### src/hdl/lcm_pkg.sv
// Shared types and constants for the literal cell matcher.
// Used by the input and configuration channel interfaces and all modules of the block; no dependencies.
package lcm_pkg;

  localparam int MAX_PATTERN_BYTES = 32;
  localparam int BYTE_W            = 8;
  localparam int LIT_LEN_W         = 6;
  localparam int LIT_IDX_W         = (MAX_PATTERN_BYTES > 1) ? $clog2(MAX_PATTERN_BYTES) : 1;
  localparam int WORD_W            = 64;
  localparam int WORD_BYTES        = WORD_W / BYTE_W;
  localparam int WORD_COUNT        = 4;
  localparam int CFG_IDX_W         = 3;
  localparam int CFG_DATA_W        = 64;
  localparam int CNT_W             = 6;

  // Configuration register indexes
  typedef enum logic [CFG_IDX_W-1:0] {
    REG_PATTERN_WORD_0  = 3'd0,
    REG_PATTERN_WORD_1  = 3'd1,
    REG_PATTERN_WORD_2  = 3'd2,
    REG_PATTERN_WORD_3  = 3'd3,
    REG_PATTERN_LENGTH  = 3'd4,
    REG_EXACT_MODE      = 3'd5,
    REG_PATTERN_PRESENT = 3'd6
  } lcm_reg_idx_t;

  // Query kinds
  localparam logic REQ_CELL = 1'b0;
  localparam logic REQ_SPAN = 1'b1;

  // Active configuration as seen by the match core
  typedef struct packed {
    logic [MAX_PATTERN_BYTES-1:0][BYTE_W-1:0] lit;
    logic [LIT_LEN_W-1:0]                     len;      // already clamped
    logic                                     exact;
    logic                                     present;
  } lcm_cfg_t;

  // One input item
  typedef struct packed {
    logic              req_type;
    logic [BYTE_W-1:0] text_byte;
    logic              byte_valid;
    logic              last_byte;
  } lcm_item_t;

endpackage

### src/hdl/lcm_in_if.sv
// Input channel of the literal cell matcher: one text byte item per handshake.
// Depends on lcm_pkg for field widths.
interface lcm_in_if;
  import lcm_pkg::*;

  logic              valid;
  logic              ready;
  logic              req_type;
  logic [BYTE_W-1:0] text_byte;
  logic              byte_valid;
  logic              last_byte;

  modport source (output valid, output req_type, output text_byte, output byte_valid,
                  output last_byte, input ready);
  modport sink   (input valid, input req_type, input text_byte, input byte_valid,
                  input last_byte, output ready);
endinterface

### src/hdl/lcm_out_if.sv
// Result channel of the literal cell matcher: one match item per cell or span.
// No package dependencies.
interface lcm_out_if;
  logic valid;
  logic ready;
  logic matched;
  logic query_kind;

  modport source (output valid, output matched, output query_kind, input ready);
  modport sink   (input valid, input matched, input query_kind, output ready);
endinterface

### src/hdl/lcm_cfg_if.sv
// Configuration write channel of the literal cell matcher.
// Depends on lcm_pkg for index and data widths.
interface lcm_cfg_if;
  import lcm_pkg::*;

  logic                  valid;
  logic                  ready;
  logic [CFG_IDX_W-1:0]  index;
  logic [CFG_DATA_W-1:0] data;

  modport source (output valid, output index, output data, input ready);
  modport sink   (input valid, input index, input data, output ready);
endinterface

### src/hdl/lcm_cfg_regs.sv
// Configuration register file of the literal cell matcher.
// Depends on lcm_pkg and lcm_cfg_if; presents the literal and modes as lcm_cfg_t.
module lcm_cfg_regs (
  input  logic              clk,
  input  logic              rst_n,
  lcm_cfg_if.sink           cfg_ch,
  output lcm_pkg::lcm_cfg_t cfg
);
  import lcm_pkg::*;

  logic [WORD_COUNT-1:0][WORD_W-1:0] word_r;
  logic [LIT_LEN_W-1:0]              len_r;
  logic                              exact_r;
  logic                              present_r;
  logic                              wr_en;

  // writes always accepted
  assign cfg_ch.ready = 1'b1;
  assign wr_en        = cfg_ch.valid;

  always_ff @(posedge clk) begin
    if (!rst_n) begin
      word_r    <= '0;
      len_r     <= '0;
      exact_r   <= 1'b0;
      present_r <= 1'b0;
    end else if (wr_en) begin
      case (cfg_ch.index)
        REG_PATTERN_WORD_0:  word_r[0] <= cfg_ch.data[WORD_W-1:0];
        REG_PATTERN_WORD_1:  word_r[1] <= cfg_ch.data[WORD_W-1:0];
        REG_PATTERN_WORD_2:  word_r[2] <= cfg_ch.data[WORD_W-1:0];
        REG_PATTERN_WORD_3:  word_r[3] <= cfg_ch.data[WORD_W-1:0];
        REG_PATTERN_LENGTH:  len_r     <= cfg_ch.data[LIT_LEN_W-1:0];
        REG_EXACT_MODE:      exact_r   <= cfg_ch.data[0];
        REG_PATTERN_PRESENT: present_r <= cfg_ch.data[0];
        default: ;  // index beyond the list: ignored
      endcase
    end
  end

  // literal bytes, byte 0 of each word in its low bits
  for (genvar i = 0; i < MAX_PATTERN_BYTES; i++) begin : g_lit
    assign cfg.lit[i] = word_r[i / WORD_BYTES][(i % WORD_BYTES) * BYTE_W +: BYTE_W];
  end

  // lengths above the literal capacity act as full length
  assign cfg.len     = (len_r > LIT_LEN_W'(MAX_PATTERN_BYTES)) ?
                       LIT_LEN_W'(MAX_PATTERN_BYTES) : len_r;
  assign cfg.exact   = exact_r;
  assign cfg.present = present_r;

endmodule

### src/hdl/lcm_match_core.sv
// Per-cell match state and compare logic of the literal cell matcher.
// Depends on lcm_pkg. Keeps a prefix-match vector, byte count and flags per cell.
module lcm_match_core (
  input  logic               clk,
  input  logic               rst_n,
  input  lcm_pkg::lcm_cfg_t  cfg,
  input  logic               fire,
  input  lcm_pkg::lcm_item_t item,
  output logic               matched
);
  import lcm_pkg::*;

  localparam logic [CNT_W-1:0] CNT_MAX = '1;

  // prefix_r[k]: the newest k+1 bytes equal literal bytes 0..k
  logic [MAX_PATTERN_BYTES-1:0] prefix_r, prefix_nxt, byte_eq;
  logic [CNT_W-1:0]             cnt_r, cnt_nxt;
  logic                         found_r, found_nxt;
  logic                         exact_ok_r, exact_ok_nxt;
  logic [LIT_IDX_W-1:0]         hit_idx;
  logic                         hit;
  logic                         pos_bad;

  // one comparator per literal position
  for (genvar k = 0; k < MAX_PATTERN_BYTES; k++) begin : g_cmp
    assign byte_eq[k] = (item.text_byte == cfg.lit[k]);
  end

  assign hit_idx = LIT_IDX_W'(cfg.len - LIT_LEN_W'(1));
  assign pos_bad = (cnt_r >= CNT_W'(cfg.len)) ||
                   (item.text_byte != cfg.lit[cnt_r[LIT_IDX_W-1:0]]);

  // state after this item's byte
  always_comb begin
    prefix_nxt   = prefix_r;
    cnt_nxt      = cnt_r;
    exact_ok_nxt = exact_ok_r;
    if (item.byte_valid) begin
      prefix_nxt   = {prefix_r[MAX_PATTERN_BYTES-2:0], 1'b1} & byte_eq;
      cnt_nxt      = (cnt_r == CNT_MAX) ? cnt_r : cnt_r + CNT_W'(1);
      exact_ok_nxt = exact_ok_r & ~pos_bad;
    end
    hit       = item.byte_valid && (cfg.len != '0) && prefix_nxt[hit_idx];
    found_nxt = found_r | hit;
  end

  // result rules, using state that includes this item
  always_comb begin
    if (item.req_type == REQ_SPAN && !cfg.present) begin
      matched = 1'b1;
    end else if (cfg.len == '0 || cnt_nxt == '0) begin
      matched = 1'b0;
    end else if (item.req_type == REQ_CELL && cfg.exact) begin
      matched = (cnt_nxt == CNT_W'(cfg.len)) && exact_ok_nxt;
    end else begin
      matched = found_nxt;
    end
  end

  // per-cell state; the last item of a cell returns it to reset values
  always_ff @(posedge clk) begin
    if (!rst_n) begin
      prefix_r   <= '0;
      cnt_r      <= '0;
      found_r    <= 1'b0;
      exact_ok_r <= 1'b1;
    end else if (fire) begin
      if (item.last_byte) begin
        prefix_r   <= '0;
        cnt_r      <= '0;
        found_r    <= 1'b0;
        exact_ok_r <= 1'b1;
      end else begin
        prefix_r   <= prefix_nxt;
        cnt_r      <= cnt_nxt;
        found_r    <= found_nxt;
        exact_ok_r <= exact_ok_nxt;
      end
    end
  end

endmodule

### src/hdl/literal_cell_matcher.sv
// Top level of the literal cell matcher: input register, match core, result register.
// Depends on lcm_pkg, the three channel interfaces, lcm_cfg_regs and lcm_match_core.
//
// Streams the bytes of a cell or span, one item per clock, and returns one match item
// when the item flagged last_byte has been processed. The block takes a new item every
// cycle: each item is captured in the input register and compared against all literal
// positions in the next cycle by one comparator per literal byte; when a last item leaves
// the input register, its result item is loaded into the result register. The only stall
// is when a last item sits in the input register while the result register is still
// full and not being taken; items that end no cell pass through regardless.
// Configuration writes are always accepted and must be made while no cell is in progress.
module literal_cell_matcher (
  input  logic      clk,
  input  logic      rst_n,
  lcm_in_if.sink    in_ch,
  lcm_out_if.source out_ch,
  lcm_cfg_if.sink   cfg_ch
);
  import lcm_pkg::*;

  lcm_cfg_t  cfg;
  lcm_item_t s1_item_r, in_item;
  logic      s1_valid_r;
  logic      s1_fire;
  logic      core_matched;
  logic      out_valid_r, out_matched_r, out_kind_r;

  lcm_cfg_regs u_cfg (
    .clk    (clk),
    .rst_n  (rst_n),
    .cfg_ch (cfg_ch),
    .cfg    (cfg)
  );

  // input register
  assign in_item = '{req_type:   in_ch.req_type,
                     text_byte:  in_ch.text_byte,
                     byte_valid: in_ch.byte_valid,
                     last_byte:  in_ch.last_byte};

  assign s1_fire     = s1_valid_r &&
                       (!s1_item_r.last_byte || !out_valid_r || out_ch.ready);
  assign in_ch.ready = !s1_valid_r || s1_fire;

  always_ff @(posedge clk) begin
    if (!rst_n) begin
      s1_valid_r <= 1'b0;
    end else if (in_ch.ready) begin
      s1_valid_r <= in_ch.valid;
    end
  end

  always_ff @(posedge clk) begin
    if (in_ch.ready && in_ch.valid) begin
      s1_item_r <= in_item;
    end
  end

  lcm_match_core u_core (
    .clk     (clk),
    .rst_n   (rst_n),
    .cfg     (cfg),
    .fire    (s1_fire),
    .item    (s1_item_r),
    .matched (core_matched)
  );

  // result register
  always_ff @(posedge clk) begin
    if (!rst_n) begin
      out_valid_r <= 1'b0;
    end else if (s1_fire && s1_item_r.last_byte) begin
      out_valid_r <= 1'b1;
    end else if (out_ch.ready) begin
      out_valid_r <= 1'b0;
    end
  end

  always_ff @(posedge clk) begin
    if (s1_fire && s1_item_r.last_byte) begin
      out_matched_r <= core_matched;
      out_kind_r    <= s1_item_r.req_type;
    end
  end

  assign out_ch.valid      = out_valid_r;
  assign out_ch.matched    = out_matched_r;
  assign out_ch.query_kind = out_kind_r;

  // a processed last item always leaves a result behind
  a_last_gives_result: assert property (@(posedge clk) disable iff (!rst_n)
    (s1_fire && s1_item_r.last_byte) |=> out_valid_r)
    else $error("last item processed without result");

  // a new result only follows a processed last item
  a_result_from_last: assert property (@(posedge clk) disable iff (!rst_n)
    $rose(out_valid_r) |-> $past(s1_fire && s1_item_r.last_byte))
    else $error("result without a last item");

  // span query with no literal set answers one
  a_span_no_literal: assert property (@(posedge clk) disable iff (!rst_n)
    (s1_fire && s1_item_r.last_byte && s1_item_r.req_type == REQ_SPAN && !cfg.present)
    |=> out_matched_r)
    else $error("span query without literal did not match");

  // cell query with empty literal never matches
  a_cell_empty_literal: assert property (@(posedge clk) disable iff (!rst_n)
    (s1_fire && s1_item_r.last_byte && s1_item_r.req_type == REQ_CELL && cfg.len == '0)
    |=> !out_matched_r)
    else $error("cell query matched an empty literal");

endmodule

### src/flat_wrapper.sv
// flat-port wrapper written by rule: the top's interface ports become plain ports
module literal_cell_matcher_flat import lcm_pkg::*;
  (clk, rst_n, in_ch_valid, in_ch_req_type, in_ch_text_byte, in_ch_byte_valid, in_ch_last_byte, in_ch_ready, out_ch_valid, out_ch_matched, out_ch_query_kind, out_ch_ready, cfg_ch_valid, cfg_ch_index, cfg_ch_data, cfg_ch_ready);
  lcm_in_if in_ch_i ();
  lcm_out_if out_ch_i ();
  lcm_cfg_if cfg_ch_i ();
  input  logic clk;
  input  logic rst_n;
  input wire logic [$bits(in_ch_i.valid)-1:0] in_ch_valid;
  input wire logic [$bits(in_ch_i.req_type)-1:0] in_ch_req_type;
  input wire logic [$bits(in_ch_i.text_byte)-1:0] in_ch_text_byte;
  input wire logic [$bits(in_ch_i.byte_valid)-1:0] in_ch_byte_valid;
  input wire logic [$bits(in_ch_i.last_byte)-1:0] in_ch_last_byte;
  output wire logic [$bits(in_ch_i.ready)-1:0] in_ch_ready;
  output wire logic [$bits(out_ch_i.valid)-1:0] out_ch_valid;
  output wire logic [$bits(out_ch_i.matched)-1:0] out_ch_matched;
  output wire logic [$bits(out_ch_i.query_kind)-1:0] out_ch_query_kind;
  input wire logic [$bits(out_ch_i.ready)-1:0] out_ch_ready;
  input wire logic [$bits(cfg_ch_i.valid)-1:0] cfg_ch_valid;
  input wire logic [$bits(cfg_ch_i.index)-1:0] cfg_ch_index;
  input wire logic [$bits(cfg_ch_i.data)-1:0] cfg_ch_data;
  output wire logic [$bits(cfg_ch_i.ready)-1:0] cfg_ch_ready;
  assign in_ch_i.valid = in_ch_valid;
  assign in_ch_i.req_type = in_ch_req_type;
  assign in_ch_i.text_byte = in_ch_text_byte;
  assign in_ch_i.byte_valid = in_ch_byte_valid;
  assign in_ch_i.last_byte = in_ch_last_byte;
  assign in_ch_ready = in_ch_i.ready;
  assign out_ch_valid = out_ch_i.valid;
  assign out_ch_matched = out_ch_i.matched;
  assign out_ch_query_kind = out_ch_i.query_kind;
  assign out_ch_i.ready = out_ch_ready;
  assign cfg_ch_i.valid = cfg_ch_valid;
  assign cfg_ch_i.index = cfg_ch_index;
  assign cfg_ch_i.data = cfg_ch_data;
  assign cfg_ch_ready = cfg_ch_i.ready;
  literal_cell_matcher u_core (.clk(clk), .rst_n(rst_n), .in_ch(in_ch_i), .out_ch(out_ch_i), .cfg_ch(cfg_ch_i));
endmodule
### config.mk
export PLATFORM = sky130hd
export DESIGN_NAME = literal_cell_matcher_flat
export DESIGN_NICKNAME = d
export VERILOG_FILES = /design/src/hdl/lcm_pkg.sv /design/src/hdl/lcm_in_if.sv /design/src/hdl/lcm_out_if.sv /design/src/hdl/lcm_cfg_if.sv /design/src/hdl/lcm_cfg_regs.sv /design/src/hdl/lcm_match_core.sv /design/src/hdl/literal_cell_matcher.sv /design/src/flat_wrapper.sv
export SDC_FILE = /design/constraint.sdc
export NUM_CORES = 1
export LEC_CHECK = 0
export BUFFER_PORTS_ARGS = -buffer_cell sky130_fd_sc_hd__buf_2
export CORE_UTILIZATION = 45
export CTS_BUF_LIST = sky130_fd_sc_hd__clkbuf_4
export DETAILED_ROUTE_END_ITERATION = 12
export GPL_TIMING_DRIVEN = 1
export SLEW_MARGIN = 0
export SYNTH_ARGS = -nofsm -noshare
export SYNTH_HDL_FRONTEND = slang
export SYNTH_HIERARCHICAL = 1
export SYNTH_SLANG_ARGS = --single-unit
### constraint.sdc
create_clock -name clk -period 3.8 [get_ports clk]
set_input_delay 0.76 -clock clk [delete_from_list [all_inputs] [get_ports clk]]
set_output_delay 0.76 -clock clk [all_outputs]
set_load 0.05 [all_outputs]
==> results_dict.tcl, run 1 <==
set metrics [dict create \
    arrival_ns 4.28 \
    synth_edf_count 13 \
    grt_antenna_before_repair 3 \
    final_cell_area_sq_um 20200 \
    drt_pass1_iterations 5 \
    yosys.cell_types.count 80 \
    max_freq_mhz 273 \
    end_kind "register" \
    clk_latency_ns 0.83 \
    drt-initial-drc-count 1667 \
    required_ns 4.43 \
    postSynth.asyncResetShare_pct 0 \
    drt.antenna.violating_nets 0 \
    cts_sinks 319 \
    nets 2069 \
    power_mw 7.72 \
    yosysSeqAreaShare_pct 35.6 \
    drc_errors 0 \
    grt_first_pass_wirelength_mm 100 \
    vias_per_cell 5.92 \
    r2r_start "u_core/s1_item_r[8]" \
    grt_max_degree 95 \
    die_h_um 204 \
    place.port_buffers 86 \
    htree_num_levels 3 \
    root_buffer "clkbuf_4" \
    crit_fanout 20 \
    crit_type "reg2reg" \
    fin_util_pct 50.6 \
    powerDensity_nw_per_um2 382 \
    hp-start "in_ch_text_byte[3]" \
    grt_pass1_vias 14800 \
    synth_area_sq_um 18300 \
    totalNegativeSetupSlack_ns 0 \
    syn_to_final_growth_pct 10.5 \
    startpoint "u_core/s1_item_r[8]" \
    rows 73 \
    tightestPinTransition_ns 1.09 \
    yosys_warnings 6 \
    critPathLaunchType "register" \
    cts.repair.resized 0 \
    cts_tree "done" \
    avgSynthCellArea_sq_um 9.69 \
    hold_path_class "in2reg" \
    core-area_sq_um 39900 \
    synth_top_area_share_pct 33.5 \
    synth_ff_type "dfxtp_1" \
    ff2ff_setup_slack_ns 0.14 \
    vdd_ir_drop_max_v 0.000256 \
    finalClockSkew_ns 0.0530 \
    hold_buffers 0 \
    hold_ws_ns 0.142 \
    synthCells 1888 \
    synth_top_cell_by_area "dfxtp_1" \
    p_leak_nw 8.26 \
    io_pins 88 \
    clk_pin_slew_worst_paths_ns 0.07 \
    postCtsSetupBuffers 0 \
    die_x_um 204 \
    syn-num-nets 1980 \
    hold_violations 0 \
    drv_slew 0 \
    dieArea_sq_um 41500 \
    outcome "completed" \
    synth_top_cells_by_area "dfxtp_1, mux2i_1, xor2_1" \
    initial_utilization_pct 45.8 \
    synthTopCellsByCount "nand2_1, dfxtp_1, mux2i_1" \
    gp_congestion 1.02 \
    setup_viol 0 \
    period_share_pct 96.3 \
    synth_most_common_cell "nand2_1" \
    grt_setup_unrepaired "no" \
    drive_gt1_share_pct 17.8 \
    overflow 0 \
    dpl_cell_area_sq_um 19000 \
    num_vias 15200 \
    ys_seq_elements 319 \
    dp_hpwl_mm 52.1 \
    clockBufferDepth 3 \
    grtUsageTotal_pct 33.2 \
    max_slew_margin_pct 26.7 \
    period_minus_slack_ns 3.66 \
    cts_buffers 88 \
    wirelength_mm 68.7 \
    wl_per_cell_um 26.8 \
    maxCapViolCount 0 \
]
state kept, by name, indices dropped and copies added, names as in the netlist, 6 cells and up:
register / flops
u_core/s1_item_r: 11
u_core/u_core/prefix_r: 32
u_core/u_cfg/cfg: 256
u_core/u_core/cnt_r: 6
u_core/u_cfg/len_r: 6
worst max-delay path, stage by stage (launching register included):
cell and delay (ns):
edfxtp_1 0.66, buf_12 0.28, xor2_1 0.18, nor4_1 0.62, nand4_1 0.25, nor4_1 0.87, o211ai_1 0.16, o211ai_1 0.18
a41oi_1 0.15, o211ai_1 0.12
metal layers:
layer / vias up / part of all wire, % / global-route usage [%]
li1: 6807 / - / -
met1: 7427 / 44 / 46.2
met2: 795 / 44 / 49.7
met3: 141 / 8.9 / 7.97
met4: 0 / 3.4 / 12.4
met5: - / 0 / 0
metrics by stage:
stage	instances	worst slack, ns
floorplan	1888	0.620
global placement	2412	0.325
detailed placement	2412	0.319
CTS	2560	0.280
global route	2563	0.158
finish	2563	0.142
area by class of cell:
type / instances / area (sq um)
Fill cell: 3795 / 19700
Multi-Input combinational cell: 1390 / 10700
Sequential cell: 319 / 6520
Timing Repair Buffer: 145 / 1010
Clock buffer: 128 / 961
Tap cell: 525 / 657
Clock inverter: 20 / 213
Inverter: 33 / 124
Antenna cell: 3 / 7.51
cell usage in the layout, fill, tap and decap left out, drive strengths merged, types with 17 or more instances in the layout:
cell type  count
a21oi         18
buf          145
clkbuf       128
clkinv        18
dfxtp        306
inv           30
mux2i        291
mux4          62
nand2        384
nand3         26
nand4         38
nor2          18
nor2b         30
nor3          28
nor4          32
o21ai         24
o22ai         17
xnor2        101
xor2         166
cells by family after synthesis:
logic type / after synthesis / synth area share, %
compound gates: 149 / 5.82
xor+xnor: 267 / 12.8
fa+ha+maj: 9 / 0.616
buf+inv: 179 / 5.99
flops: 319 / 35.6
mux: 356 / 23.8
other cells: 1 / 0.0205
simple gates: 608 / 15.4
final timing paths:
path,end,depth (start not counted)
setup / recovery,u_core/out_ch.matched,9
hold / removal,u_core/s1_item_r[5],1
setup reg to reg,u_core/out_ch.matched,9
hold reg to reg,u_core/u_core/prefix_r[1],2
report_power, final:
part	internal [mW]	switching (mW)	leakage [nW]
Clock	1.87	1.47	0.697
Combinational	0.311	0.509	4.96
Sequential	3.44	0.124	2.60
(Power assumes the default switching activity.)
==> run 2: changes to the inputs <==
--- a/config.mk
+++ b/config.mk
@@ -10,6 +10,7 @@
 export CTS_BUF_LIST = sky130_fd_sc_hd__clkbuf_4
 export DETAILED_ROUTE_END_ITERATION = 12
 export GPL_TIMING_DRIVEN = 1
+export PLACE_DENSITY = 0.7
 export SLEW_MARGIN = 0
 export SYNTH_ARGS = -nofsm -noshare
 export SYNTH_HDL_FRONTEND = slang
==> run 2 against run 1 <==
Against the previous run: combinational power rose by 0.5%; worst setup slack improved by 0.34 ns; clock skew rose by 0.012 ns; final cell count rose by 0.47%; first-iteration DRC count rose by 12%; clock power fell by 9.0%; hold slack improved by 0.0061 ns; cell area fell by 0.14%; die area did not move; global-route usage fell by 0.50 points; sequential share of layout area barely moved; register-to-register slack improved by 0.34 ns; largest power group unchanged.
==> results_dict.tcl, run 2 (synthesis results as in run 1) <==
set metrics [dict create \
    maxCapViolCount 0 \
    hold_path_class "in2reg" \
    crit_cells 9 \
    grt_antenna_before_repair 2 \
    p_leak_nw 8.26 \
    crit_path_cell_trace "buf_4 > xor2_1 > nor4_1 > a32oi_1 > a21oi_1 > a2111oi_0 > nand2_1 > a31oi_1 > o211ai_1" \
    vias_per_cell 5.92 \
    num_vias 15200 \
    drc_errors 0 \
    crit_path_top_delay_cell "edfxtp_1" \
    grt_max_degree 77 \
    drt_pass1_iterations 6 \
    powerDensity_nw_per_um2 368 \
    die_h_um 204 \
    clk_pin_slew_worst_paths_ns 0.06 \
    p_clk_share_pct 40.9 \
    cts_tree "done" \
    place.port_buffers 86 \
    postCtsSetupBuffers 0 \
    finalClockSkew_ns 0.0651 \
    startpoint "u_core/s1_item_r[9]" \
    syn_to_final_growth_pct 10.3 \
    dieArea_sq_um 41500 \
    reg2regPathDepth 9 \
    wirelength_mm 67.6 \
    drive_gt1_share_pct 17.9 \
    overflow 0 \
    max_slew_margin_pct 43.4 \
    grt_pass1_vias 14800 \
    wl_per_cell_um 26.3 \
    crit_end "u_core/out_ch.matched" \
    power.net_switching_mw 2.08 \
    root_buffer "clkbuf_4" \
    max_stage_delay_ns 0.83 \
    end_kind "register" \
    io_pins 88 \
    required_ns 4.44 \
    grt_first_pass_wirelength_mm 98.8 \
    nets 2077 \
    period_minus_slack_ns 3.31 \
    mostFrequentLayoutCells "nand2_1, dfxtp_1, mux2i_1" \
    fin_util_pct 50.6 \
    outcome "completed" \
    final_common_cell "nand2_1" \
    htree_num_levels 3 \
    tightestPinTransition_ns 0.841 \
    critPathLaunchType "register" \
    drv_slew 0 \
    clockBufferDepth 3 \
    power.share.sequential_pct 48.0 \
    hold_buffers 0 \
    period_share_pct 87.2 \
    internal_power_mw 5.34 \
    grt_setup_unrepaired "no" \
    vdd_ir_drop_max_v 0.000241 \
    dp.cells 2421 \
    combPwrFrac_pct 11.1 \
    gp_congestion 1.01 \
    crit_fanout 16 \
    hold_violations 0 \
    core-area_sq_um 39900 \
    totalNegativeSetupSlack_ns 0 \
    r2r_start "u_core/s1_item_r[9]" \
    initial_utilization_pct 45.8 \
    die_x_um 204 \
    largest_reg_flops 256 \
    cts_sinks 319 \
    r2r_end "u_core/out_ch.matched" \
    cts.repair.resized 0 \
    rows 73 \
    crit_type "reg2reg" \
    p_sw_share_pct 28.0 \
    drt.antenna.violating_nets 0 \
    ff2ff_setup_slack_ns 0.49 \
    arrival_ns 3.95 \
    clk_latency_ns 0.82 \
    path_delay_family "compound AO/OA/AOI/OAI gates" \
    power_mw 7.42 \
    cts_buffers 87 \
    max_freq_mhz 302 \
    setup_viol 0 \
    final_cells 2575 \
    worst-path-buf-inv 1 \
    drt-initial-drc-count 1867 \
    grtUsageTotal_pct 32.7 \
    dp_hpwl_mm 51.6 \
]
## run 2: cell types whose count changed in the layout (fill, tap and decap cells not counted)
cell       before  now
buf_12         10   11
bufinv_16       5    1
a21boi_2        1    0
a21boi_1        2    3
inv_2           1    3
diode_2         3    2
buf_4          49   57
clkinv_1       13   21
clkbuf_4      128  126
o21ai_1         4    5
o21ai_2         1    0
## run 2: layout make-up
| class | count | area (sq um) |
|---|---|---|
| clock buffer | 126 | 946 |
| antenna | 2 | 5.00 |
| timing repair buffer | 154 | 1090 |
| clock inverter | 26 | 130 |
| sequential | 319 | 6520 |
| inverter | 33 | 124 |
| tap | 525 | 657 |
| fill | 3693 | 19700 |
| multi-input combinational | 1390 | 10700 |
## run 2: power groups by stage
| stage | Sequential (mW) | Combinational (mW) | Clock (mW) |
|---|---|---|---|
| global route | 3.56 | 0.868 | 3.29 |
| finish | 3.56 | 0.824 | 3.04 |
| CTS | 3.55 | 0.806 | 3.12 |
| detailed placement | 3.63 | 0.802 | 0 |
| global placement | 3.63 | 0.794 | 0 |
| floorplan | 3.56 | 0.563 | 0 |
## run 2: per-layer routing
layer / vias to the layer above / part of all wire (%) / GRT usage [%]
met3: 148 / 9.4 / 7.49
met4: 0 / 4.0 / 15.1
met1: 7465 / 42 / 43.9
met5: - / 0 / 0
li1: 6836 / - / -
met2: 800 / 45 / 49.9
## run 2: worst reg2reg max path: cells and delay by family, from the launching register on
family / cells / cell delay (ns)
AOI/OAI and AO/OA: 5 / 0.98
xor gates and xnor gates: 1 / 0.13
buffers and inverters: 1 / 0.43
DFF: 1 / 0.83
and+or+nand+nor: 2 / 0.79
## run 2: metrics by stage
stage                     instance area (sq um)  worst slack, ns  hold slack, ns
after CTS                                 20200            0.606          0.0715
after floorplan                           18300            0.620           0.434
after global routing                      20200            0.235           0.116
final                                     20200            0.487           0.148
after global placement                    19100            0.627           0.444
after detailed placement                  19100            0.603           0.460
## run 2: worst min path at each step
stage | start | to | slack (ns) | cells past startpoint
final | in_ch_last_byte | u_core/s1_item_r[0] | 0.15 | 1
after global routing | in_ch_text_byte[1] | u_core/s1_item_r[3] | 0.12 | 1
after CTS | in_ch_last_byte | u_core/s1_item_r[0] | 0.07 | 1
after floorplan | u_core/u_cfg/len_r[0] | u_core/u_cfg/len_r[0] | 0.43 | 2
after detailed placement | u_core/u_cfg/len_r[3] | u_core/u_cfg/len_r[3] | 0.46 | 2
after global placement | u_core/u_core/prefix_r[1] | u_core/u_core/prefix_r[1] | 0.44 | 2
